**config.mk**
```make
export PLATFORM = sky130hd
export DESIGN_NAME = srg_cell
export DESIGN_NICKNAME = d
export VERILOG_FILES = /design/src/hw/rtl/assert_macros.svh /design/src/hw/rtl/srg_pkg.sv /design/src/hw/rtl/srg_cell.sv
export SDC_FILE = /design/constraint.sdc
export NUM_CORES = 1
export LEC_CHECK = 0
export ABC_CLOCK_PERIOD_IN_PS = 3600
export BUFFER_PORTS_ARGS = -buffer_cell sky130_fd_sc_hd__buf_2
export CAP_MARGIN = 20
export CORE_MARGIN = 2
export CORE_UTILIZATION = 44
export CTS_CLUSTER_DIAMETER = 80
export DETAILED_ROUTE_END_ITERATION = 16
export PLACE_DENSITY = 0.84
export SLEW_MARGIN = 20
export SYNTH_ARGS = -nofsm -noshare
export SYNTH_HDL_FRONTEND = slang
export SYNTH_SLANG_ARGS = --single-unit
```
**constraint.sdc**
```tcl
create_clock -name clock -period 3.6 [get_ports clock]
set_input_delay 0.9 -clock clock [delete_from_list [all_inputs] [get_ports clock]]
set_output_delay 0.9 -clock clock [all_outputs]
set_load 0.005 [all_outputs]
```
**src/hw/rtl/assert_macros.svh**
```systemverilog
// assertion macros shared by the rtl files
`ifndef ASSERT_MACROS_SVH
`define ASSERT_MACROS_SVH

// plain property check, disabled while reset is high
`define SRG_ASSERT(label, clk, rst, prop, msg) \
   label: assert property (@(posedge clk) disable iff (rst) (prop)) else $error(msg);

// antecedent in one cycle, consequent in the next
`define SRG_ASSERT_NEXT(label, clk, rst, ante, cons, msg) \
   label: assert property (@(posedge clk) disable iff (rst) (ante) |=> (cons)) else $error(msg);

`endif

```
**src/hw/rtl/srg_pkg.sv**
```systemverilog
// types, constants and helper functions of the subtractive generator
package srg_pkg;

   localparam int VALUE_W       = 30;
   localparam int DEPTH_DEF     = 55;
   localparam int SCATTER_STEP  = 21;
   localparam int FEEDBACK_TAP  = 31;
   localparam int MIX_PASSES    = 4;
   localparam int CSR_ADDR_W    = 3;
   localparam int CSR_DATA_W    = 32;

   localparam logic [VALUE_W-1:0] MODULUS    = 30'd1000000000;
   localparam logic [VALUE_W-1:0] SEED_RESET = 30'd161803397;

   // register index on the csr port
   localparam logic REG_SEED = 1'b0;

   typedef enum logic [1:0] {
      OP_HOLD,
      OP_SHIFT,
      OP_ROTATE
   } cell_op_type;

   typedef enum logic [1:0] {
      ST_RUN,
      ST_SCATTER,
      ST_MIX,
      ST_DRAW
   } srg_state_type;

   typedef struct packed {
      cell_op_type op;
      logic        emit;
      logic        gen_load;
      logic        gen_step;
   } cell_ctl_type;

   // (a - b) mod 10^9, both operands below the modulus
   function automatic logic [VALUE_W-1:0] sub_mod(input logic [VALUE_W-1:0] a,
                                                 input logic [VALUE_W-1:0] b);
      return (a >= b) ? (a - b) : (a - b + MODULUS);
   endfunction

   // one conditional subtraction is enough at 30 bits
   function automatic logic [VALUE_W-1:0] reduce_seed(input logic [VALUE_W-1:0] s);
      return (s >= MODULUS) ? (s - MODULUS) : s;
   endfunction

endpackage

```
**src/hw/rtl/srg_cell.sv**
```systemverilog
// one table entry of the lag chain
module srg_cell import srg_pkg::*; (
   input  logic               clock,
   input  cell_op_type        op,
   input  logic [VALUE_W-1:0] shift_in,
   input  logic [VALUE_W-1:0] rot_in,
   output logic [VALUE_W-1:0] value_out
);

   logic [VALUE_W-1:0] value_ff;
   logic [VALUE_W-1:0] value_in;

   always_comb begin
      case (op)
         OP_SHIFT:  value_in = shift_in;
         OP_ROTATE: value_in = rot_in;
         default:   value_in = value_ff;
      endcase
   end

   always_ff @(posedge clock) begin
      value_ff <= value_in;
   end

   assign value_out = value_ff;

endmodule

```
==> impl_metrics.py <==
metrics = {
    "floorplanning": {
        "die_area_sq_mm": 0.003661,
        "die_x_microns": 60.51,
        "die_h_microns": 60.51,
        "start_util": 0.4602,
        "ios": 93,
        "num_rows": 20,
        "core_sq_mm": 0.003053,
    },
    "cts": {
        "ctsHoldBuffers": 0,
        "root_buffer": "clkbuf_4",
        "clk_pin_slew_ns": 0.10,
        "cts_setup_buffers": 0,
        "cts_buffers": 5,
        "htreeDepth": 2,
        "clock-sinks": 30,
        "clockBufferDepth": 2,
        "cts_tree": "yes",
        "cts-resized-gates": 0,
    },
    "setup_path": {
        "critPathRequiredTime_ns": 3.67,
        "cp-start-kind": "input pin",
        "path_max_fanout": 30,
        "crit_slowest_cell": "buf_4",
        "cpPeakStageDelay_ns": 0.44,
        "crit_chain": "buf_2, inv_1, ha_2, buf_4, mux2_4",
        "criticalPathCategory": "in2reg",
        "critPathArrivalTime_ns": 2.00,
        "end_kind": "flop",
    },
    "place": {
        "gp_congestion": 0.6361,
        "post-dp-hpwl_microns": 2067,
        "port_buffers": 92,
    },
    "run_status": {
        "status": "complete, no violations",
    },
    "synth": {
        "synth_nets": 130,
        "synthesis.area_sq_mm": 0.001405,
        "syn_area_per_cell_sq_um": 21.29,
        "synth.ff_latch_count": 30,
        "yosys.area.top_type": "edfxtp_1",
        "yosys_warnings": 0,
        "synth_cell_types": 5,
        "synth_top_area_share": 0.6411,
        "yosysSeqAreaShare": 0.6411,
        "ys_top_cells_by_area": "edfxtp_1 (64%), mux2_4 (32%), buf_6 (2.4%), ha_1 (0.89%), inv_1 (0.53%)",
        "syn_inst": 66,
    },
    "layout": {
        "antenna_cells": 0,
        "largest_register_ffs": 30,
        "layout-drive-gt1-share": 0.8061,
        "fin_nets": 228,
        "syn2layout_area_growth_pct": 41.05,
    },
    "routing": {
        "avgRoutedWirePerCell_microns": 12.93,
        "first_iter_violations": 7,
        "ant_nets": 0,
        "routed_wl_microns": 2702,
        "remaining_drc_errors": 0,
        "drt_pass1_iterations": 4,
        "dr_total_vias": 937,
        "via_per_inst": 4.483,
    },
    "grt": {
        "grt_antenna_before_repair": 0,
        "grt.total_usage": 0.1553,
        "first_global_vias": 944,
        "grt-ovfl-total": 0,
        "grt_max_degree": 31,
        "grt_pass1_wl_microns": 3953,
    },
    "power_and_ir_drop": {
        "power.density_mw_per_mm2": 439.7,
        "power.leakage_uw": 0.0009519,
        "p_total_uw": 871.4,
        "irDropWorstVdd_mv": 0.2474,
    },
    "sta": {
        "period_share": 0.5363,
        "slew-limit-headroom": 0.6533,
        "period_minus_slack_ns": 1.931,
        "timing.fmax_ghz": 0.5180,
        "finalSetupViolations": 0,
        "drv_slew": 0,
        "worstMarginPinSlew_ns": 0.5201,
        "grt_setup_unrepaired": "false",
        "fin_setup_tns_ns": 0,
        "hold_viol_final": 0,
    },
    "min_path": {
        "min_path_cells": 2,
        "holdPathEnd": "value_out[3]",
        "min_path_type": "in2reg",
        "min_from": "rot_in[3]",
    },
    "run": {
        "maxCapViolations": 0,
    },
}
area by class of cell:
type | instances | area (sq um)
clock buffers | 5 | 37.54
clock inverters | 3 | 40.04
fillers | 250 | 1071
inverters | 2 | 7.507
multi-input cells | 31 | 465.4
flip-flops and latches | 30 | 900.9
well taps | 44 | 55.05
repair buffers | 94 | 475.5
metrics by stage:
stage          hold slack, ns  instance area, sq um  utilization  std cells  worst slack, ns
6_report               0.8694                  1982       0.6492        209            1.669
5_1_grt                0.8414                  1982       0.6492        209            1.641
4_1_cts                0.8546                  1982       0.6492        209            1.673
3_5_place_dp            1.204                  1904       0.6238        201            1.310
3_3_place_gp            1.200                  1904       0.6238        201            1.372
2_1_floorplan           1.117                  1405            -         66            1.416
power breakdown:
| part | switching [uW] | internal [uW] |
|---|---|---|
| sequential | 11.9 | 444 |
| combinational | 62.1 | 96.0 |
| clock | 114 | 144 |
cells by family (layout without fill, tap and decap cells):
family,count (synthesis),count (layout),synth area share
buf+inv,5,104,0.02939
fa+ha+maj,1,1,0.008903
mux,30,30,0.3206
flops,30,30,0.6411
cell usage in the layout, fill, tap and decap left out:
| master | Yosys | layout |
|---|---|---|
| inv_1 | 2 | 2 |
| buf_4 | 0 | 2 |
| ha_2 | 0 | 1 |
| bufinv_16 | 0 | 1 |
| edfxtp_1 | 30 | 30 |
| clkinv_2 | 0 | 2 |
| buf_2 | 0 | 92 |
| clkbuf_4 | 0 | 5 |
| mux2_4 | 30 | 30 |
Yosys cell counts:
| cell type | count |
|---|---|
| buf_6 | 3 |
| edfxtp_1 | 30 |
| ha_1 | 1 |
| inv_1 | 2 |
| mux2_4 | 30 |
per-layer routing:
| metal | track usage | part of all wire | vias up |
|---|---|---|---|
| li1 | - | - | 451 |
| met3 | 0.06823 | 0.11 | 5 |
| met5 | 0 | 0 | - |
| met1 | 0.1411 | 0.35 | 419 |
| met4 | 0.07453 | 0.013 | 0 |
| met2 | 0.2919 | 0.52 | 62 |
worst max-delay path, delay by kind of cell:
family / cells / cell delay [ns]
multiplexers: 1 / 0.35
adder cells (fa/ha/maj): 1 / 0.16
buffers and inverters: 3 / 0.59
worst max path at each step:
stage	from	cells after the start	end	slack [ns]
floorplan	op[0]	3	value_out[0]	1.42
global placement	op[0]	5	value_out[13]	1.37
detailed placement	op[0]	5	value_out[20]	1.31
CTS	op[0]	5	value_out[20]	1.67
global route	op[0]	5	value_out[20]	1.64
finish	op[0]	5	value_out[20]	1.67
Note: power is estimated with default switching activity, not from simulation.
