## src/hw/rtl/assert_macros.svh

```systemverilog
// assertion macros shared by the rtl files
`ifndef ASSERT_MACROS_SVH
`define ASSERT_MACROS_SVH

// plain property check, disabled while reset is high
`define SRG_ASSERT(label, clk, rst, prop, msg) \
   label: assert property (@(posedge clk) disable iff (rst) (prop)) else $error(msg);

// antecedent in one cycle, consequent in the next
`define SRG_ASSERT_NEXT(label, clk, rst, ante, cons, msg) \
   label: assert property (@(posedge clk) disable iff (rst) (ante) |=> (cons)) else $error(msg);

`endif

```

## src/hw/rtl/srg_pkg.sv

```systemverilog
// types, constants and helper functions of the subtractive generator
package srg_pkg;

   localparam int VALUE_W       = 30;
   localparam int DEPTH_DEF     = 55;
   localparam int SCATTER_STEP  = 21;
   localparam int FEEDBACK_TAP  = 31;
   localparam int MIX_PASSES    = 4;
   localparam int CSR_ADDR_W    = 3;
   localparam int CSR_DATA_W    = 32;

   localparam logic [VALUE_W-1:0] MODULUS    = 30'd1000000000;
   localparam logic [VALUE_W-1:0] SEED_RESET = 30'd161803397;

   // register index on the csr port
   localparam logic REG_SEED = 1'b0;

   typedef enum logic [1:0] {
      OP_HOLD,
      OP_SHIFT,
      OP_ROTATE
   } cell_op_type;

   typedef enum logic [1:0] {
      ST_RUN,
      ST_SCATTER,
      ST_MIX,
      ST_DRAW
   } srg_state_type;

   typedef struct packed {
      cell_op_type op;
      logic        emit;
      logic        gen_load;
      logic        gen_step;
   } cell_ctl_type;

   // (a - b) mod 10^9, both operands below the modulus
   function automatic logic [VALUE_W-1:0] sub_mod(input logic [VALUE_W-1:0] a,
                                                 input logic [VALUE_W-1:0] b);
      return (a >= b) ? (a - b) : (a - b + MODULUS);
   endfunction

   // one conditional subtraction is enough at 30 bits
   function automatic logic [VALUE_W-1:0] reduce_seed(input logic [VALUE_W-1:0] s);
      return (s >= MODULUS) ? (s - MODULUS) : s;
   endfunction

endpackage

```

## src/hw/rtl/srg_ctrl.sv

```systemverilog
// sequencer for table fill, mixing passes and draws
`include "assert_macros.svh"

module srg_ctrl import srg_pkg::*; #(
   parameter int DEPTH = DEPTH_DEF
) (
   input  logic         clock,
   input  logic         reset,
   input  logic         req_valid,
   input  logic         req_reseed,
   input  logic         out_free,
   output logic         req_ready,
   output cell_ctl_type ctl
);

   localparam int MIX_CYCLES = MIX_PASSES * DEPTH;
   localparam int CNT_W      = $clog2(MIX_CYCLES);

   srg_state_type    state_ff, state_in;
   logic [CNT_W-1:0] cnt_ff, cnt_in;
   logic             needs_init_ff, needs_init_in;

   always_ff @(posedge clock) begin
      if (reset) begin
         state_ff      <= ST_RUN;
         cnt_ff        <= '0;
         needs_init_ff <= 1'b1;
      end else begin
         state_ff      <= state_in;
         cnt_ff        <= cnt_in;
         needs_init_ff <= needs_init_in;
      end
   end

   always_comb begin
      state_in      = state_ff;
      cnt_in        = cnt_ff;
      needs_init_in = needs_init_ff;
      req_ready     = 1'b0;
      ctl           = '{op: OP_HOLD, emit: 1'b0, gen_load: 1'b0, gen_step: 1'b0};
      unique case (state_ff)
         ST_RUN: begin
            req_ready = out_free;
            if (req_valid && out_free) begin
               if (needs_init_ff || req_reseed) begin
                  ctl.gen_load = 1'b1;
                  cnt_in       = '0;
                  state_in     = ST_SCATTER;
               end else begin
                  ctl.op   = OP_SHIFT;
                  ctl.emit = 1'b1;
               end
            end
         end
         ST_SCATTER: begin
            ctl.op       = OP_ROTATE;
            ctl.gen_step = 1'b1;
            if (cnt_ff == CNT_W'(DEPTH - 1)) begin
               cnt_in   = '0;
               state_in = ST_MIX;
            end else begin
               cnt_in = cnt_ff + 1'b1;
            end
         end
         ST_MIX: begin
            ctl.op = OP_SHIFT;
            if (cnt_ff == CNT_W'(MIX_CYCLES - 1)) begin
               cnt_in        = '0;
               needs_init_in = 1'b0;
               state_in      = ST_DRAW;
            end else begin
               cnt_in = cnt_ff + 1'b1;
            end
         end
         ST_DRAW: begin
            if (out_free) begin
               ctl.op   = OP_SHIFT;
               ctl.emit = 1'b1;
               state_in = ST_RUN;
            end
         end
         default: state_in = ST_RUN;
      endcase
   end

   `SRG_ASSERT(a_mix_count, clock, reset, (state_ff != ST_MIX) || (cnt_ff < CNT_W'(MIX_CYCLES)), "mix counter out of range")
   `SRG_ASSERT(a_init_done, clock, reset, !$fell(needs_init_ff) || (state_ff == ST_DRAW), "init flag cleared outside mix end")
   `SRG_ASSERT_NEXT(a_fill_start, clock, reset, ctl.gen_load, state_ff == ST_SCATTER && cnt_ff == '0, "fill did not start")

endmodule

```

## config.mk

```make
export PLATFORM = sky130hd
export DESIGN_NAME = srg_ctrl
export DESIGN_NICKNAME = d
export VERILOG_FILES = /design/src/hw/rtl/srg_pkg.sv /design/src/hw/rtl/srg_ctrl.sv
export VERILOG_INCLUDE_DIRS = /design/src /design/src/hw/rtl
export SDC_FILE = /design/constraint.sdc
export NUM_CORES = 1
export LEC_CHECK = 0
export ABC_AREA = 1
export BUFFER_PORTS_ARGS = -buffer_cell sky130_fd_sc_hd__buf_2
export CORE_MARGIN = 4
export CORE_UTILIZATION = 49
export CTS_CLUSTER_DIAMETER = 50
export DETAILED_ROUTE_END_ITERATION = 8
export PLACE_DENSITY = 0.79
export SKIP_CTS_REPAIR_TIMING = 1
export SYNTH_ARGS = -nofsm -noshare
export SYNTH_HDL_FRONTEND = slang
export SYNTH_SLANG_ARGS = --single-unit
export TNS_END_PERCENT = 5
```

## constraint.sdc

```tcl
create_clock -name clock -period 1.3 [get_ports clock]
set_input_delay 0.26 -clock clock [delete_from_list [all_inputs] [get_ports clock]]
set_output_delay 0.26 -clock clock [all_outputs]
set_load 0.03 [all_outputs]
```

==> impl_metrics.toml <==
[worst_setup_path]
crit_path_end_kind = "primary output"
reg2reg_slack_ns = -0.10
worstPathMaxFanout = 2
start_kind = "register"
path_class = "reg -> out"
required_ns = 1.04
critPathArrivalTime_ns = 1.37

[logic_synthesis]
syn_nets = 139
ys_seq_elements = 11
ys_warn_count = 0
syn_area_per_cell_um2 = 6.37
syn_inst = 127
syn_area_um2 = 810
seq_area_frac_synth_pct = 27.2
synth.distinct_cells = 20

[detailed_routing]
first_iter_violations = 28
wirelength_um = 2180
dr.pass1.iters = 4
drcViolationCount = 0
ant_nets = 0
routedWlPerCell_um = 12.5
vias_per_cell = 5.04
dr_total_vias = 882

[floorplan]
die_h_um = 48.6
initial_utilization_pct = 52.5
core-area_um2 = 1540
std_cell_rows = 14
die_w_um = 48.6
dieArea_um2 = 2370
ioPinCount = 11

[sta]
slew_violations = 0
fin_crit_ns = 1.63
worst_pin_slew_ns = 0.242
final.setup.worst_slack_ns = -0.326
skew_ns = 0.00556
timing.final.crit_share_pct = 125
slew_headroom_pct = 83.8
finalHoldViolCount = 0
max_clock_freq_mhz = 615
setup_viol = 16
rsz0062_at_grt = "yes"

[status]
status = "finished with violations"
violations = "negative setup slack"

[clock_tree]
clkTransAtPathRegs_ns = 0.08
clkSinkCount = 11
cts_root_buffer = "clkbuf_4"
cts_buffer_depth = 2
cts_tree = "done"
clkLatencyLatePin_ns = 0.27
htreeDepth = 1
cts_made_buffers = 3

[finish]
layout_commonest_cell = "nand2_1"
utilization_pct = 75.6
multi_input_area_um2 = 592
layout_common_cells = "nand2_1 (30), buf_4 (20), inv_1 (18)"
finalInstanceArea_um2 = 1160
fin_nets = 172
finalNonFillerCells = 175
antenna_cells = 0
flow.area_growth_from_synthesis_pct = 43.9
seq_area_um2 = 224
fillers = 106
layout-drive-gt1-share_pct = 42.1

[global_routing]
grt_pass1_vias = 785
antenna_found_initial = 0
grt_max_degree = 8
track_usage_pct = 16.3
grt_pass1_wl_um = 3130
globalRouteOverflowTotal = 0

[power]
p_sw_w = 0.000905
p_seq_share_pct = 20.0
p_leak_nw = 0.528
p_per_area_nw_per_um2 = 1710
power_frac_comb_pct = 67.9
clockPowerShare_pct = 12.1
p_int_w = 0.00109
vdd_ir_drop_max_uv = 1340
sw_frac_of_total_pct = 45.4

[placed_design]
dp_cells = 170
placement.io_buffers = 10
placed_cell_area_um2 = 1020
gp_congestion = 0.827
hpwl_um = 1530
pre_cts_ws_ns = -0.188

[worst_hold_path]
worstHoldPathType = "in -> reg"

[run]
cap_violations = 0
==> logic make-up after synthesis <==
| group | after synthesis | share of synthesized area, % |
|---|---|---|
| xor+xnor | 4 | 4.33 |
| simple gates | 75 | 41.7 |
| compound gates | 6 | 4.33 |
| buf+inv | 24 | 11.6 |
| fa+ha+maj | 7 | 10.8 |
| flops | 11 | 27.2 |
==> final timing paths <==
| check | start | to | cells after the start |
|---|---|---|---|
| worst max-delay path | needs_init_ff$_SDFFE_PP1P_ | ctl[2] | 6 |
| worst max register to register | state_ff[0]$_SDFFE_PP0P_ | cnt_ff[3]$_SDFFE_PP0P_ | 9 |
| worst min-delay path | reset | cnt_ff[1]$_SDFFE_PP0P_ | 2 |
| worst min register to register | needs_init_ff$_SDFFE_PP1P_ | needs_init_ff$_SDFFE_PP1P_ | 2 |
==> per-stage QoR <==
stage	hold WS, ns	TNS, ns	power (W)
after floorplan	0.329	-0.848	0.00109
after global placement	0.445	-0.942	0.00146
after detailed placement	0.451	-1.71	0.00150
after CTS	0.165	-3.46	0.00174
after global routing	0.160	-3.07	0.00211
final	0.165	-1.79	0.00199
==> cells in the mapped netlist <==
| cell | count | share of area [%] |
|---|---|---|
| ha_1 | 7 | 11 |
| o21ai_0 | 1 | 0.62 |
| nand3_4 | 1 | 2.2 |
| nand2_1 | 34 | 16 |
| xnor2_1 | 2 | 2.2 |
| a21oi_1 | 3 | 1.9 |
| o21bai_1 | 1 | 0.93 |
| dfxtp_1 | 11 | 27 |
| buf_4 | 1 | 0.93 |
| inv_1 | 21 | 9.7 |
| nor3_1 | 1 | 0.62 |
| nor2_2 | 3 | 2.3 |
| inv_2 | 2 | 0.93 |
| a22oi_1 | 1 | 0.93 |
| nand3_1 | 7 | 4.3 |
| nand2_2 | 6 | 4.6 |
| nor2_4 | 1 | 1.4 |
| xor2_1 | 2 | 2.2 |
| nor2_1 | 21 | 9.7 |
| nand4_1 | 1 | 0.77 |
==> critical path: stages, from the launching register on <==
cell     delay (ns)
dfxtp_2        0.33
nor2_2         0.11
inv_1          0.08
nor2_2         0.16
nand2_1        0.10
a21oi_2        0.16
buf_6          0.15
==> power by group through the flow <==
stage / clock network [W] / registers [W] / logic [W]
after CTS: 0.000246 / 0.000387 / 0.00111
after global placement: 0 / 0.000393 / 0.00107
after floorplan: 0 / 0.000396 / 0.000698
after detailed placement: 0 / 0.000394 / 0.00110
after global routing: 0.000273 / 0.000402 / 0.00144
final: 0.000240 / 0.000399 / 0.00135
==> layout make-up <==
type                    instances  share of cell area [%]
flip-flops and latches         11                    19.2
inverters                      23                    7.63
clock buffers                   4                    2.26
multi-input cells              92                    50.8
repair buffers                 29                    18.4
well taps                      16                    1.72
==> sequential cells by signal, summed over array words and instances (netlist names) <==
name and count:
cnt_ff 8, needs_init_ff 1, state_ff 2
==> routing by layer <==
metal  track usage (%)  routed length, um  share of wire (%)  up-vias
li1                  -                  -                  -      444
met3              5.52                 94                4.3       11
met5                 0                  0                  0        -
met4              6.28                 76                3.5        0
met2              25.9               1060                 48       26
met1              20.1                955                 44      401
Power figures use the tool's default switching activity.
