[config.mk]
export PLATFORM = sky130hd
export DESIGN_NAME = srg_seed_gen
export DESIGN_NICKNAME = d
export VERILOG_FILES = /design/src/hw/rtl/assert_macros.svh /design/src/hw/rtl/srg_pkg.sv /design/src/hw/rtl/srg_seed_gen.sv
export SDC_FILE = /design/constraint.sdc
export NUM_CORES = 1
export LEC_CHECK = 0
export BUFFER_PORTS_ARGS = -buffer_cell sky130_fd_sc_hd__buf_2
export CAP_MARGIN = 5
export CORE_MARGIN = 1.5
export CORE_UTILIZATION = 54
export DETAILED_ROUTE_END_ITERATION = 8
export PLACE_DENSITY_LB_ADDON = 0.2
export RECOVER_POWER = 25
export SKIP_CTS_REPAIR_TIMING = 1
export SLEW_MARGIN = 5
export SYNTH_ARGS = -nofsm -noshare
export SYNTH_HDL_FRONTEND = slang
export SYNTH_SLANG_ARGS = --single-unit
[constraint.sdc]
create_clock -name clock -period 3.2 [get_ports clock]
set_input_delay 0.32 -clock clock [delete_from_list [all_inputs] [get_ports clock]]
set_output_delay 0.32 -clock clock [all_outputs]
set_load 0.02 [all_outputs]
[src/hw/rtl/assert_macros.svh]
// assertion macros shared by the rtl files
`ifndef ASSERT_MACROS_SVH
`define ASSERT_MACROS_SVH

// plain property check, disabled while reset is high
`define SRG_ASSERT(label, clk, rst, prop, msg) \
   label: assert property (@(posedge clk) disable iff (rst) (prop)) else $error(msg);

// antecedent in one cycle, consequent in the next
`define SRG_ASSERT_NEXT(label, clk, rst, ante, cons, msg) \
   label: assert property (@(posedge clk) disable iff (rst) (ante) |=> (cons)) else $error(msg);

`endif

[src/hw/rtl/srg_pkg.sv]
// types, constants and helper functions of the subtractive generator
package srg_pkg;

   localparam int VALUE_W       = 30;
   localparam int DEPTH_DEF     = 55;
   localparam int SCATTER_STEP  = 21;
   localparam int FEEDBACK_TAP  = 31;
   localparam int MIX_PASSES    = 4;
   localparam int CSR_ADDR_W    = 3;
   localparam int CSR_DATA_W    = 32;

   localparam logic [VALUE_W-1:0] MODULUS    = 30'd1000000000;
   localparam logic [VALUE_W-1:0] SEED_RESET = 30'd161803397;

   // register index on the csr port
   localparam logic REG_SEED = 1'b0;

   typedef enum logic [1:0] {
      OP_HOLD,
      OP_SHIFT,
      OP_ROTATE
   } cell_op_type;

   typedef enum logic [1:0] {
      ST_RUN,
      ST_SCATTER,
      ST_MIX,
      ST_DRAW
   } srg_state_type;

   typedef struct packed {
      cell_op_type op;
      logic        emit;
      logic        gen_load;
      logic        gen_step;
   } cell_ctl_type;

   // (a - b) mod 10^9, both operands below the modulus
   function automatic logic [VALUE_W-1:0] sub_mod(input logic [VALUE_W-1:0] a,
                                                 input logic [VALUE_W-1:0] b);
      return (a >= b) ? (a - b) : (a - b + MODULUS);
   endfunction

   // one conditional subtraction is enough at 30 bits
   function automatic logic [VALUE_W-1:0] reduce_seed(input logic [VALUE_W-1:0] s);
      return (s >= MODULUS) ? (s - MODULUS) : s;
   endfunction

endpackage

[src/hw/rtl/srg_seed_gen.sv]
// fill sequence: v0 = seed, v1 = 1, v(t+1) = v(t-1) - v(t) mod 10^9
module srg_seed_gen import srg_pkg::*; (
   input  logic               clock,
   input  cell_ctl_type       ctl,
   input  logic [VALUE_W-1:0] seed,
   output logic [VALUE_W-1:0] value
);

   logic [VALUE_W-1:0] a_ff, a_in;
   logic [VALUE_W-1:0] b_ff, b_in;

   always_comb begin
      a_in = a_ff;
      b_in = b_ff;
      if (ctl.gen_load) begin
         a_in = reduce_seed(seed);
         b_in = VALUE_W'(1);
      end else if (ctl.gen_step) begin
         a_in = b_ff;
         b_in = sub_mod(a_ff, b_ff);
      end
   end

   always_ff @(posedge clock) begin
      a_ff <= a_in;
      b_ff <= b_in;
   end

   assign value = a_ff;

endmodule

==> results_tabular.tex, run 1 <==
\begin{tabular}{lr}
\hline
Metric & Value \\
\hline
\multicolumn{2}{l}{\textbf{Outcome}} \\
\quad Result of the run & finished, violations left \\
\quad Violations in the final reports & setup timing \\
\multicolumn{2}{l}{\textbf{Cells and area}} \\
\quad Proportion of layout cells with a drive suffix above 1 & 32.3\% \\
\quad Net count, final & 881 \\
\quad Most frequent cells in the layout & buf\_4, nor2\_1, buf\_2, a21oi\_1, nand2\_1 \\
\quad Final-layout fill cell count & 799 \\
\quad Final Instance Count excl. Fillers & 950 \\
\quad Antenna cell count & 0 \\
\quad Most common library cell in the layout ignoring fill and taps & buf\_4 \\
\quad Area growth from synthesis to layout & 31.1\% \\
\multicolumn{2}{l}{\textbf{Die}} \\
\quad Num ports & 66 \\
\quad Core outline area & roughly 0.01 sq mm \\
\quad Number of rows created at floorplan & 36 \\
\quad Starting Density & 55.3\% \\
\quad Die height & 103 microns \\
\quad Die outline area & 0.0106 sq mm \\
\quad Die Width & around 100 microns \\
\multicolumn{2}{l}{\textbf{CTS}} \\
\quad Clock Pin Slew Worst Setup and Hold Paths & 0.07 ns \\
\quad H-tree level count & 3 \\
\quad Clock Latency Late Sink & 0.36 ns \\
\quad CTS tree & yes \\
\quad Clock buffers created by TritonCTS & 9 \\
\quad CTS Buffer Depth & 2 \\
\quad Clock net sink count & 60 \\
\quad Root Driver & clkbuf\_8 \\
\multicolumn{2}{l}{\textbf{Placed design}} \\
\quad Placed Cells incl. Taps & 917 \\
\quad Estimated wirelength of the detail-placed design & 11700 microns \\
\quad I/O Buffers & 62 \\
\quad Place WS & -0.375 ns \\
\quad RD Place Congestion & 0.941 \\
\multicolumn{2}{l}{\textbf{Routing}} \\
\quad Wire length after detailed routing & 15900 microns \\
\quad Residual DRC & 0 \\
\quad Overall via count from detail\_route & 5509 \\
\quad Routed vias/inst & $\sim$5.8 \\
\quad Post-DRT Antenna Nets & 0 \\
\quad Violation count after the first detailed-route iteration & 326 \\
\quad Iteration count of the initial detailed-routing pass & 5 \\
\quad Routed len/inst & 16.8 microns \\
\multicolumn{2}{l}{\textbf{Min path}} \\
\quad Path class of the lowest-slack min-delay path & input port to flip-flop \\
\quad Worst hold stages & 3 \\
\multicolumn{2}{l}{\textbf{Worst setup path}} \\
\quad Required time at the endpoint of the critical path & 3.45 ns \\
\quad Critical path type & flip-flop to flip-flop \\
\quad Highest fanout seen on the critical path & 4 \\
\quad Cell count of the worst reg-to-reg path & 14 \\
\quad Critical Path Start Type & flip-flop \\
\quad Element type at the critical path end & flip-flop \\
\quad Arrival time at the worst endpoint & 3.68 ns \\
\quad Flop2flop setup slack & -0.23 ns \\
\multicolumn{2}{l}{\textbf{Logic synthesis}} \\
\quad Fraction of the yosys area taken by sequential cells & 27.9\% \\
\quad Total standard cell area after synthesis & 0.00538 sq mm \\
\quad Prevailing post-synth register cell & edfxtp\_1 \\
\quad Cells after synthesis & 667 \\
\quad Number of storage elements in the synthesis netlist & 60 \\
\quad Post-Synthesis Net Count & roughly 740 \\
\quad Post-synth EDFFs & 30 \\
\quad Synth unique cells & 83 \\
\quad Ys async rst share & 0\% \\
\quad Mean Syn Cell Area & 8.06 sq um \\
\quad Warning count from the yosys run & 0 \\
\multicolumn{2}{l}{\textbf{Pwr}} \\
\quad Leakage power summed over all cells & 0.00291 uW \\
\quad Power density cells & 1290 mW/mm\^{}2 \\
\quad Gate power share & about four fifths \\
\quad Worst IR Drop VDD & 0.617 mV \\
\quad Clk pwr share & 8.3\% \\
\quad Part of the total power dissipated in sequential elements & about an eighth \\
\quad Internal portion of total power & 4830 uW \\
\quad Power after layout & 9100 uW \\
\quad NetSw & 4270 uW \\
\quad Switching share of power & 46.9\% \\
\multicolumn{2}{l}{\textbf{STA}} \\
\quad Final critical-path share of the clock period & 107\% \\
\quad Final critical path time including I/O delays and setup & 3.43 ns \\
\quad Count of final hold-check violations & 0 \\
\quad Achievable clock frequency & 292 MHz \\
\quad Measured slew at the worst slew-check pin & between 0.8 and 0.9 ns \\
\quad Number of pins exceeding their max-slew limit in the final report & 0 \\
\quad Relative slew margins & a little over two fifths \\
\quad Clk\_skew & 0.0106 ns \\
\quad Final setup fails & 13 \\
\quad RSZ-0062 raised after global routing & true \\
\quad Final Worst Setup Slack & -0.228 ns \\
\multicolumn{2}{l}{\textbf{Global routing}} \\
\quad Overall routing resource usage & 29.8\% \\
\quad Antenna violations before repair & 0 \\
\quad Global route total overflow & 0 \\
\quad Vias in the first global route & 4989 \\
\quad Wire length of the first global-routing pass & 24200 microns \\
\quad Maximum number of pins on one net before global-route repair & 89 \\
\multicolumn{2}{l}{\textbf{Job}} \\
\quad Max-Cap Viols & 0 \\
\hline
\end{tabular}
## critical path, cell delays in order, from the launching register on
cell and delay [ns]:
edfxtp_1 0.38, inv_2 0.06, ha_4 0.16, fa_2 0.34, nand2b_4 0.18, a211oi_4 0.30
nor2_2 0.09, o41ai_2 0.42, buf_4 0.18, xor2_2 0.16, nand2_2 0.13, o21ai_4 0.26
a21oi_2 0.09, or4_1 0.41, and3_1 0.18
## flip-flops by register name, summed over array words and instances, names as in the netlist
| register | flops |
|---|---|
| value | 30 |
| b_ff | 30 |
## final timing paths
path                            startpoint  endpoint
worst max register to register    value[0]  b_ff[26]
worst min-delay path               seed[1]  value[1]
worst min register to register     b_ff[3]   b_ff[3]
worst max-delay path              value[0]  b_ff[26]
## synth_stat cells, drive strengths merged (3+ instances only)
cell | count | area [sq um]
a2111oi | 6 | 121
a211oi | 26 | 233
a21boi | 4 | 33.8
a21o | 6 | 45.0
a21oi | 58 | 302
a311oi | 4 | 35.0
a31oi | 5 | 31.3
and2 | 4 | 27.5
and3 | 6 | 37.5
and4 | 4 | 35.0
buf | 12 | 85.1
clkbuf | 22 | 83.8
dfxtp | 30 | 601
edfxtp | 30 | 901
ha | 32 | 400
inv | 47 | 176
mux2i | 11 | 110
nand2 | 49 | 186
nand2b | 4 | 25.0
nand3 | 14 | 70.1
nand3b | 5 | 37.5
nand4 | 8 | 50.1
nor2 | 94 | 353
nor2b | 4 | 25.0
nor3 | 23 | 115
nor4 | 3 | 18.8
o2111ai | 5 | 50.0
o211ai | 4 | 30.0
o21a | 4 | 30.0
o21ai | 42 | 221
o21bai | 7 | 52.6
o31ai | 6 | 50.1
or2 | 4 | 25.0
or3 | 7 | 48.8
or4 | 3 | 22.5
xnor2 | 24 | 210
xor2 | 18 | 158
## layout make-up
type                    count  area, sq um  share of cell area, %
multi-input cells         526         3880                   55.1
flip-flops and latches     60         1510                   21.4
repair buffers            168         1110                   15.7
inverters                  47          176                   2.50
well taps                 133          166                   2.36
clock buffers              10          128                   1.81
clock inverters             6         80.1                   1.14
## power by group through the flow
stage	Sequential, uW	Clock (uW)	Combinational, uW
6_report	1200	758	7140
5_1_grt	1220	790	7730
4_1_cts	1190	764	6190
3_5_place_dp	1200	0	6130
3_3_place_gp	1190	0	5990
2_1_floorplan	1260	0	4030
## layer usage
layer	up-vias	global-route usage, %	share of wire, %	routed length, microns
met2	211	48.9	47	7560
li1	2704	-	-	-
met1	2575	41.2	45	7100
met3	19	4.34	6.5	1030
met5	-	0	0	0
met4	0	8.32	1.6	253
## logic make-up after synthesis
group	synth area share (%)
AOI/OAI and AO/OA	27.0
xor gates and xnor gates	6.84
adders and majority gates	7.82
buffers and inverters	6.42
DFF	27.9
muxes	2.47
and+or+nand+nor	21.5
## metrics by stage
stage               TNS (ns)  instance area [sq um]  utilization [%]  hold slack [ns]
floorplan             -0.369                   5430                -            0.441
global placement       -2.46                   6400             65.8            0.452
detailed placement     -2.68                   6400             65.8            0.479
CTS                    -3.42                   6610             67.9            0.226
global route           -3.60                   7050             72.5            0.247
finish                 -1.60                   7050             72.5            0.235
Note: power is estimated with default switching activity, not from simulation.
==> run 2, diff against run 1 <==
--- a/config.mk
+++ b/config.mk
@@ -8,7 +8,7 @@
 export BUFFER_PORTS_ARGS = -buffer_cell sky130_fd_sc_hd__buf_2
 export CAP_MARGIN = 5
 export CORE_MARGIN = 1.5
-export CORE_UTILIZATION = 54
+export CORE_UTILIZATION = 45
 export DETAILED_ROUTE_END_ITERATION = 8
 export PLACE_DENSITY_LB_ADDON = 0.2
 export RECOVER_POWER = 25
==> run 2 against run 1 <==
  * The flow still finishes with violations (setup timing)
  * Critical path type unchanged
  * Critical path depth stayed put
  * Register-to-register slack worse by 0.02 ns
  * Critical endpoint is now b_ff[29]
  * Via count is 1.4% lower
  * Worst hold slack better by 0.015 ns
  * Sequential power hardly changed
  * Global-route usage is 4.1 points lower
  * Largest power group unchanged
  * Setup slack worse by 0.020 ns
  * Die area is 19% higher
==> results_tabular.tex, run 2 (synthesis gave the netlist of run 1 again) <==
\begin{tabular}{lr}
\hline
Metric & Value \\
\hline
\multicolumn{2}{l}{\textbf{Outcome}} \\
\quad Result of the run & finished, violations left \\
\quad Violations in the final reports & setup timing \\
\multicolumn{2}{l}{\textbf{Worst setup path}} \\
\quad Flop2flop setup slack & -0.25 ns \\
\quad RR Endpoint & b\_ff[29] \\
\quad Critical path type & flip-flop to flip-flop \\
\quad Element type at the critical path end & flip-flop \\
\quad Cell count of the worst reg-to-reg path & 14 \\
\quad Highest fanout seen on the critical path & 4 \\
\quad Arrival time at the worst endpoint & 3.63 ns \\
\quad Critical Path Start Type & flip-flop \\
\quad FF-to-FF Start & value[0] \\
\quad Required time at the endpoint of the critical path & 3.39 ns \\
\multicolumn{2}{l}{\textbf{Routing}} \\
\quad Residual DRC & 0 \\
\quad Routed vias/inst & around 5.6 \\
\quad Routed len/inst & 16.4 microns \\
\quad Violation count after the first detailed-route iteration & 419 \\
\quad Post-DRT Antenna Nets & 0 \\
\quad Overall via count from detail\_route & 5430 \\
\quad Iteration count of the initial detailed-routing pass & 7 \\
\quad Wire length after detailed routing & 15800 microns \\
\multicolumn{2}{l}{\textbf{STA}} \\
\quad Final critical path time including I/O delays and setup & between 3 and 4 ns \\
\quad Final setup fails & 12 \\
\quad Achievable clock frequency & slightly below 300 MHz \\
\quad RSZ-0062 raised after global routing & true \\
\quad Number of pins exceeding their max-slew limit in the final report & 0 \\
\quad Measured slew at the worst slew-check pin & 0.869 ns \\
\quad Final critical-path share of the clock period & 108\% \\
\quad Relative slew margins & 42.1\% \\
\quad Final Worst Setup Slack & -0.248 ns \\
\quad Count of final hold-check violations & 0 \\
\quad Clk\_skew & 0.00864 ns \\
\multicolumn{2}{l}{\textbf{Global routing}} \\
\quad Antenna violations before repair & 0 \\
\quad Met3 Resource Use GR & approximately 4.3\% \\
\quad Met2 global-route usage & 40.3\% \\
\quad Most Crowded Layer GR & met2 \\
\quad Wire length of the first global-routing pass & around 26000 microns \\
\quad Met1 Track Usage GR & 35.4\% \\
\quad Vias in the first global route & 5265 \\
\quad Maximum number of pins on one net before global-route repair & 89 \\
\quad Global route total overflow & 0 \\
\quad Overall routing resource usage & $\sim$26\% \\
\multicolumn{2}{l}{\textbf{Pwr}} \\
\quad Power density cells & 1280 mW/mm\^{}2 \\
\quad Power after layout & 9050 uW \\
\quad Worst IR Drop VDD & 0.450 mV \\
\quad Leakage power summed over all cells & 0.00295 uW \\
\multicolumn{2}{l}{\textbf{Die}} \\
\quad Num ports & 66 \\
\quad Starting Density & 46.7\% \\
\quad Die height & 112 microns \\
\quad Number of rows created at floorplan & 39 \\
\quad Die outline area & around 0.013 sq mm \\
\quad Core outline area & 0.0115 sq mm \\
\quad Die Width & 112 microns \\
\multicolumn{2}{l}{\textbf{Cells and area}} \\
\quad Net count, final & $\sim$890 \\
\quad Final Instance Count excl. Fillers & 964 \\
\quad Proportion of layout cells with a drive suffix above 1 & 30.9\% \\
\quad Most common library cell in the layout ignoring fill and taps & buf\_4 \\
\quad Area growth from synthesis to layout & 31.3\% \\
\quad Antenna cell count & 0 \\
\quad Final-layout fill cell count & 1009 \\
\quad Most frequent cells in the layout & buf\_4, nor2\_1, buf\_2, a21oi\_1, nand2\_1 \\
\multicolumn{2}{l}{\textbf{CTS}} \\
\quad CTS tree & yes \\
\quad CTS Buffer Depth & 2 \\
\quad H-tree level count & 3 \\
\quad Clock buffers created by TritonCTS & 9 \\
\quad Clock Pin Slew Worst Setup and Hold Paths & about 0.05 ns \\
\quad Clock Latency Late Sink & around 0.35 ns \\
\quad Root Driver & clkbuf\_16 \\
\quad Clock net sink count & 60 \\
\multicolumn{2}{l}{\textbf{Job}} \\
\quad Max-Cap Viols & 0 \\
\multicolumn{2}{l}{\textbf{Min path}} \\
\quad Endpoint of the worst hold path & value[6] \\
\quad Path class of the lowest-slack min-delay path & input port to flip-flop \\
\quad Worst hold path startpoint & seed[6] \\
\quad Worst hold stages & 3 \\
\multicolumn{2}{l}{\textbf{Placed design}} \\
\quad Estimated wirelength of the detail-placed design & 12000 microns \\
\quad Placed Cells incl. Taps & 945 \\
\quad I/O Buffers & between 60 and 70 \\
\quad RD Place Congestion & 0.929 \\
\hline
\end{tabular}
[run 2: layer usage]
metal,vias to the layer above,share of wire (%)
met1,2524,48
met4,0,2.2
li1,2711,-
met3,28,5.5
met2,167,44
met5,-,0
[run 2: stage by stage]
| step | hold slack [ns] | area, sq um | setup TNS (ns) | utilization (%) | setup slack (ns) |
|---|---|---|---|---|---|
| after detailed placement | 0.474 | 6550 | -2.48 | 56.9 | -0.348 |
| after floorplan | 0.441 | 5430 | -0.369 | - | -0.185 |
| final | 0.250 | 7060 | -1.75 | 61.3 | -0.248 |
| after global routing | 0.265 | 7060 | -4.03 | 61.3 | -0.387 |
| after CTS | 0.242 | 6840 | -3.04 | 59.4 | -0.390 |
| after global placement | 0.452 | 6550 | -2.12 | 56.9 | -0.337 |
[run 2: area by class of cell]
| class | instances | area [sq um] | area share (%) |
|---|---|---|---|
| flip-flops and latches | 60 | 1500 | 21.3 |
| clock buffers | 11 | 243 | 3.44 |
| inverters | 47 | 176 | 2.50 |
| well taps | 143 | 179 | 2.53 |
| clock inverters | 5 | 51.3 | 0.727 |
| repair buffers | 172 | 1140 | 16.1 |
| multi-input cells | 526 | 3770 | 53.4 |
[run 2: power by group]
group          switching [uW]  internal, uW
combinational            3630          3250
sequential                138          1050
clock                     367           618
[run 2: worst max-delay path by stage]
| stage | start | slack [ns] | cells past startpoint | end |
|---|---|---|---|---|
| global placement | value[0] | -0.34 | 14 | b_ff[26] |
| finish | value[0] | -0.25 | 14 | b_ff[29] |
| CTS | value[0] | -0.39 | 14 | b_ff[26] |
| detailed placement | value[0] | -0.35 | 14 | b_ff[26] |
| floorplan | value[0] | -0.18 | 14 | b_ff[29] |
| global route | value[0] | -0.39 | 15 | b_ff[21] |
[run 2: critical path: stages (launching register included)]
cell,delay (ns)
edfxtp_1,0.40
inv_2,0.08
ha_4,0.13
fa_2,0.20
nand2b_4,0.16
a211oi_4,0.08
a211o_4,0.35
buf_6,0.12
o21a_4,0.21
o311a_4,0.39
a221oi_4,0.39
o21ai_4,0.13
a2111oi_4,0.37
and3_1,0.23
a2111oi_2,0.05
==> run 3, diff against run 2 <==
--- a/config.mk
+++ b/config.mk
@@ -5,14 +5,13 @@
 export SDC_FILE = /design/constraint.sdc
 export NUM_CORES = 1
 export LEC_CHECK = 0
-export BUFFER_PORTS_ARGS = -buffer_cell sky130_fd_sc_hd__buf_2
 export CAP_MARGIN = 5
 export CORE_MARGIN = 1.5
 export CORE_UTILIZATION = 45
 export DETAILED_ROUTE_END_ITERATION = 8
+export DONT_BUFFER_PORTS = 1
 export PLACE_DENSITY_LB_ADDON = 0.2
 export RECOVER_POWER = 25
-export SKIP_CTS_REPAIR_TIMING = 1
 export SLEW_MARGIN = 5
 export SYNTH_ARGS = -nofsm -noshare
 export SYNTH_HDL_FRONTEND = slang
==> run 3 against run 2 <==
  * The run still ends with setup timing left
  * Maximum frequency is 3.9% higher
  * Final cell count is 3.4% lower
  * Sequential power hardly changed
  * Highest routed layer unchanged
  * Critical endpoint is now b_ff[28]
  * Routed wire length is 0.89% higher
==> results_tabular.tex, run 3 (synthesis gave the netlist of run 1 again) <==
\begin{tabular}{lr}
\hline
Metric & Value \\
\hline
\multicolumn{2}{l}{\textbf{Outcome}} \\
\quad Result of the run & finished, violations left \\
\quad Violations in the final reports & setup timing \\
\multicolumn{2}{l}{\textbf{Cells and area}} \\
\quad Most frequent cells in the layout & buf\_4, nor2\_1, a21oi\_1, nand2\_1, inv\_1 \\
\quad Area growth from synthesis to layout & 34.0\% \\
\quad Fin util & 62.5\% \\
\quad Proportion of layout cells with a drive suffix above 1 & about a third \\
\quad Antenna cell count & 0 \\
\quad Most common library cell in the layout ignoring fill and taps & buf\_4 \\
\quad Net count, final & 852 \\
\multicolumn{2}{l}{\textbf{STA}} \\
\quad Achievable clock frequency & 301 MHz \\
\quad Final Worst Setup Slack & -0.117 ns \\
\quad Final critical path time including I/O delays and setup & 3.32 ns \\
\quad RSZ-0062 raised after global routing & true \\
\quad Measured slew at the worst slew-check pin & 0.840 ns \\
\quad Number of pins exceeding their max-slew limit in the final report & 0 \\
\quad Count of final hold-check violations & 0 \\
\quad Final setup fails & 9 \\
\quad Clk\_skew & about 0.007 ns \\
\quad Sum of negative setup slack & -0.494 ns \\
\quad Final critical-path share of the clock period & 104\% \\
\quad Relative slew margins & 44.0\% \\
\quad Worst slack on hold paths & approximately 0.047 ns \\
\multicolumn{2}{l}{\textbf{Worst setup path}} \\
\quad CP most frequent cell & o21ai\_4 \\
\quad Critical Path Start Type & flip-flop \\
\quad Slowest Stage Delay on Critical Path & 0.42 ns \\
\quad Arrival time at the worst endpoint & 3.55 ns \\
\quad Critical path type & flip-flop to flip-flop \\
\quad Cell type of the slowest stage on the worst timing path & edfxtp\_1 \\
\quad Critical path cell sequence & ha\_4 > a21o\_4 > o21ai\_4 > a2111oi\_4 > buf\_4 > or3\_4 > a22o\_4 > a211oi\_4 > buf\_6 > o21ai\_4 > a2111o\_1 > mux2i\_1 > a211oi\_1 \\
\quad Highest fanout seen on the critical path & 5 \\
\quad Required time at the endpoint of the critical path & 3.43 ns \\
\quad Element type at the critical path end & flip-flop \\
\multicolumn{2}{l}{\textbf{Die}} \\
\quad Num ports & 66 \\
\quad Number of rows created at floorplan & 39 \\
\quad Die outline area & between 0.01 and 0.015 sq mm \\
\quad Die height & 112 microns \\
\quad Starting Density & a little under half \\
\quad Core outline area & 0.0115 sq mm \\
\quad Die Width & 112 microns \\
\multicolumn{2}{l}{\textbf{CTS}} \\
\quad Clock Latency Late Sink & 0.35 ns \\
\quad CTS tree & yes \\
\quad H-tree level count & 3 \\
\quad CTS Buffer Depth & 2 \\
\quad Clock Pin Slew Worst Setup and Hold Paths & around 0.06 ns \\
\quad Root Driver & clkbuf\_16 \\
\quad Post-cts hold buffer count & 0 \\
\quad Clock net sink count & 60 \\
\quad Clock buffers created by TritonCTS & 9 \\
\multicolumn{2}{l}{\textbf{Global routing}} \\
\quad Overall routing resource usage & between 20\% and 30\% \\
\quad Maximum number of pins on one net before global-route repair & 90 \\
\quad Antenna violations before repair & 0 \\
\quad Vias in the first global route & $\sim$5000 \\
\quad Global route total overflow & 0 \\
\quad Wire length of the first global-routing pass & 25300 microns \\
\multicolumn{2}{l}{\textbf{Routing}} \\
\quad Iteration count of the initial detailed-routing pass & 7 \\
\quad Met1 layer wirelength in the final routing & 7480 microns \\
\quad Met2 wire length & 7280 microns \\
\quad Routed wire length on met3 & 928 microns \\
\quad Wire length after detailed routing & 16000 microns \\
\quad Violation count after the first detailed-route iteration & 378 \\
\quad Residual DRC & 0 \\
\quad Routed vias/inst & 5.72 \\
\quad Post-DRT Antenna Nets & 0 \\
\quad Top Metal Used & met4 \\
\quad Overall via count from detail\_route & 5325 \\
\quad Routed len/inst & between 15 and 20 microns \\
\multicolumn{2}{l}{\textbf{Placed design}} \\
\quad Place WS & -0.236 ns \\
\quad Estimated wirelength of the detail-placed design & 11700 microns \\
\quad I/O Buffers & 0 \\
\quad RD Place Congestion & around 0.96 \\
\multicolumn{2}{l}{\textbf{Min path}} \\
\quad Path class of the lowest-slack min-delay path & input port to flip-flop \\
\multicolumn{2}{l}{\textbf{Pwr}} \\
\quad Worst IR Drop VDD & 0.464 mV \\
\quad Power after layout & 9740 uW \\
\quad Leakage power summed over all cells & 0.00289 uW \\
\quad Power density cells & around 1400 mW/mm\^{}2 \\
\multicolumn{2}{l}{\textbf{Job}} \\
\quad Max-Cap Viols & 0 \\
\hline
\end{tabular}
## run 3: cell count changes in the layout (fill, tap and decap cells not counted), moves of 3 or more
cell      previous run  this run
ha_1                25        22
nor2_4               1         4
clkbuf_4             0         3
a21oi_1             51        48
buf_2               62         1
buf_4              109       130
nor2_1              92        87
ha_4                 3         6
o21ai_0             34        30
buf_6                1         5
## run 3: final timing paths
check	slack, ns	cells past startpoint	startpoint	endpoint
setup / recovery	-0.12	13	value[2]	b_ff[28]
hold / removal	0.05	1	ctl[1]	b_ff[14]
setup reg to reg	-0.12	13	value[2]	b_ff[28]
hold reg to reg	0.48	2	b_ff[3]	b_ff[3]
## run 3: area by class of cell
class,count,area [sq um]
Fill cell,982,4310
Multi-Input combinational cell,526,3950
Sequential cell,60,1500
Timing Repair Buffer,139,1060
Clock buffer,11,253
Tap cell,143,179
Inverter,47,176
Clock inverter,5,83.8
## run 3: metal layers
metal	GRT usage, %	vias up
met1	34.4	2501
met2	40.2	141
met4	9.87	0
li1	-	2661
met5	0	-
met3	5.40	22
## run 3: per-stage QoR
step,area (sq um),instances
after CTS,6960,924
after global placement,6370,900
after floorplan,5430,667
final,7200,931
after detailed placement,6370,900
after global routing,7200,931
## run 3: repair_timing
item / 4_1_cts / 5_1_grt
setup endpoints to repair: 13 / 20
resized for setup: 41 / 38
cloned: 0 / 1
setup buffers: 8 / 7
pin swaps: 20 / 25
## run 3: power by group
part	switching, uW	internal (uW)
clock network	384	725
logic	3870	3550
registers	157	1060
total	4410	5330
## run 3: critical path, delay by kind of cell (launching register included)
kind / cells / cell delay [ns]
AO/OA/AOI/OAI: 8 / 1.64
flip-flops: 1 / 0.42
AND/OR/NAND/NOR: 1 / 0.39
buffers and inverters: 2 / 0.33
adder cells (fa/ha/maj): 1 / 0.27
multiplexers: 1 / 0.14
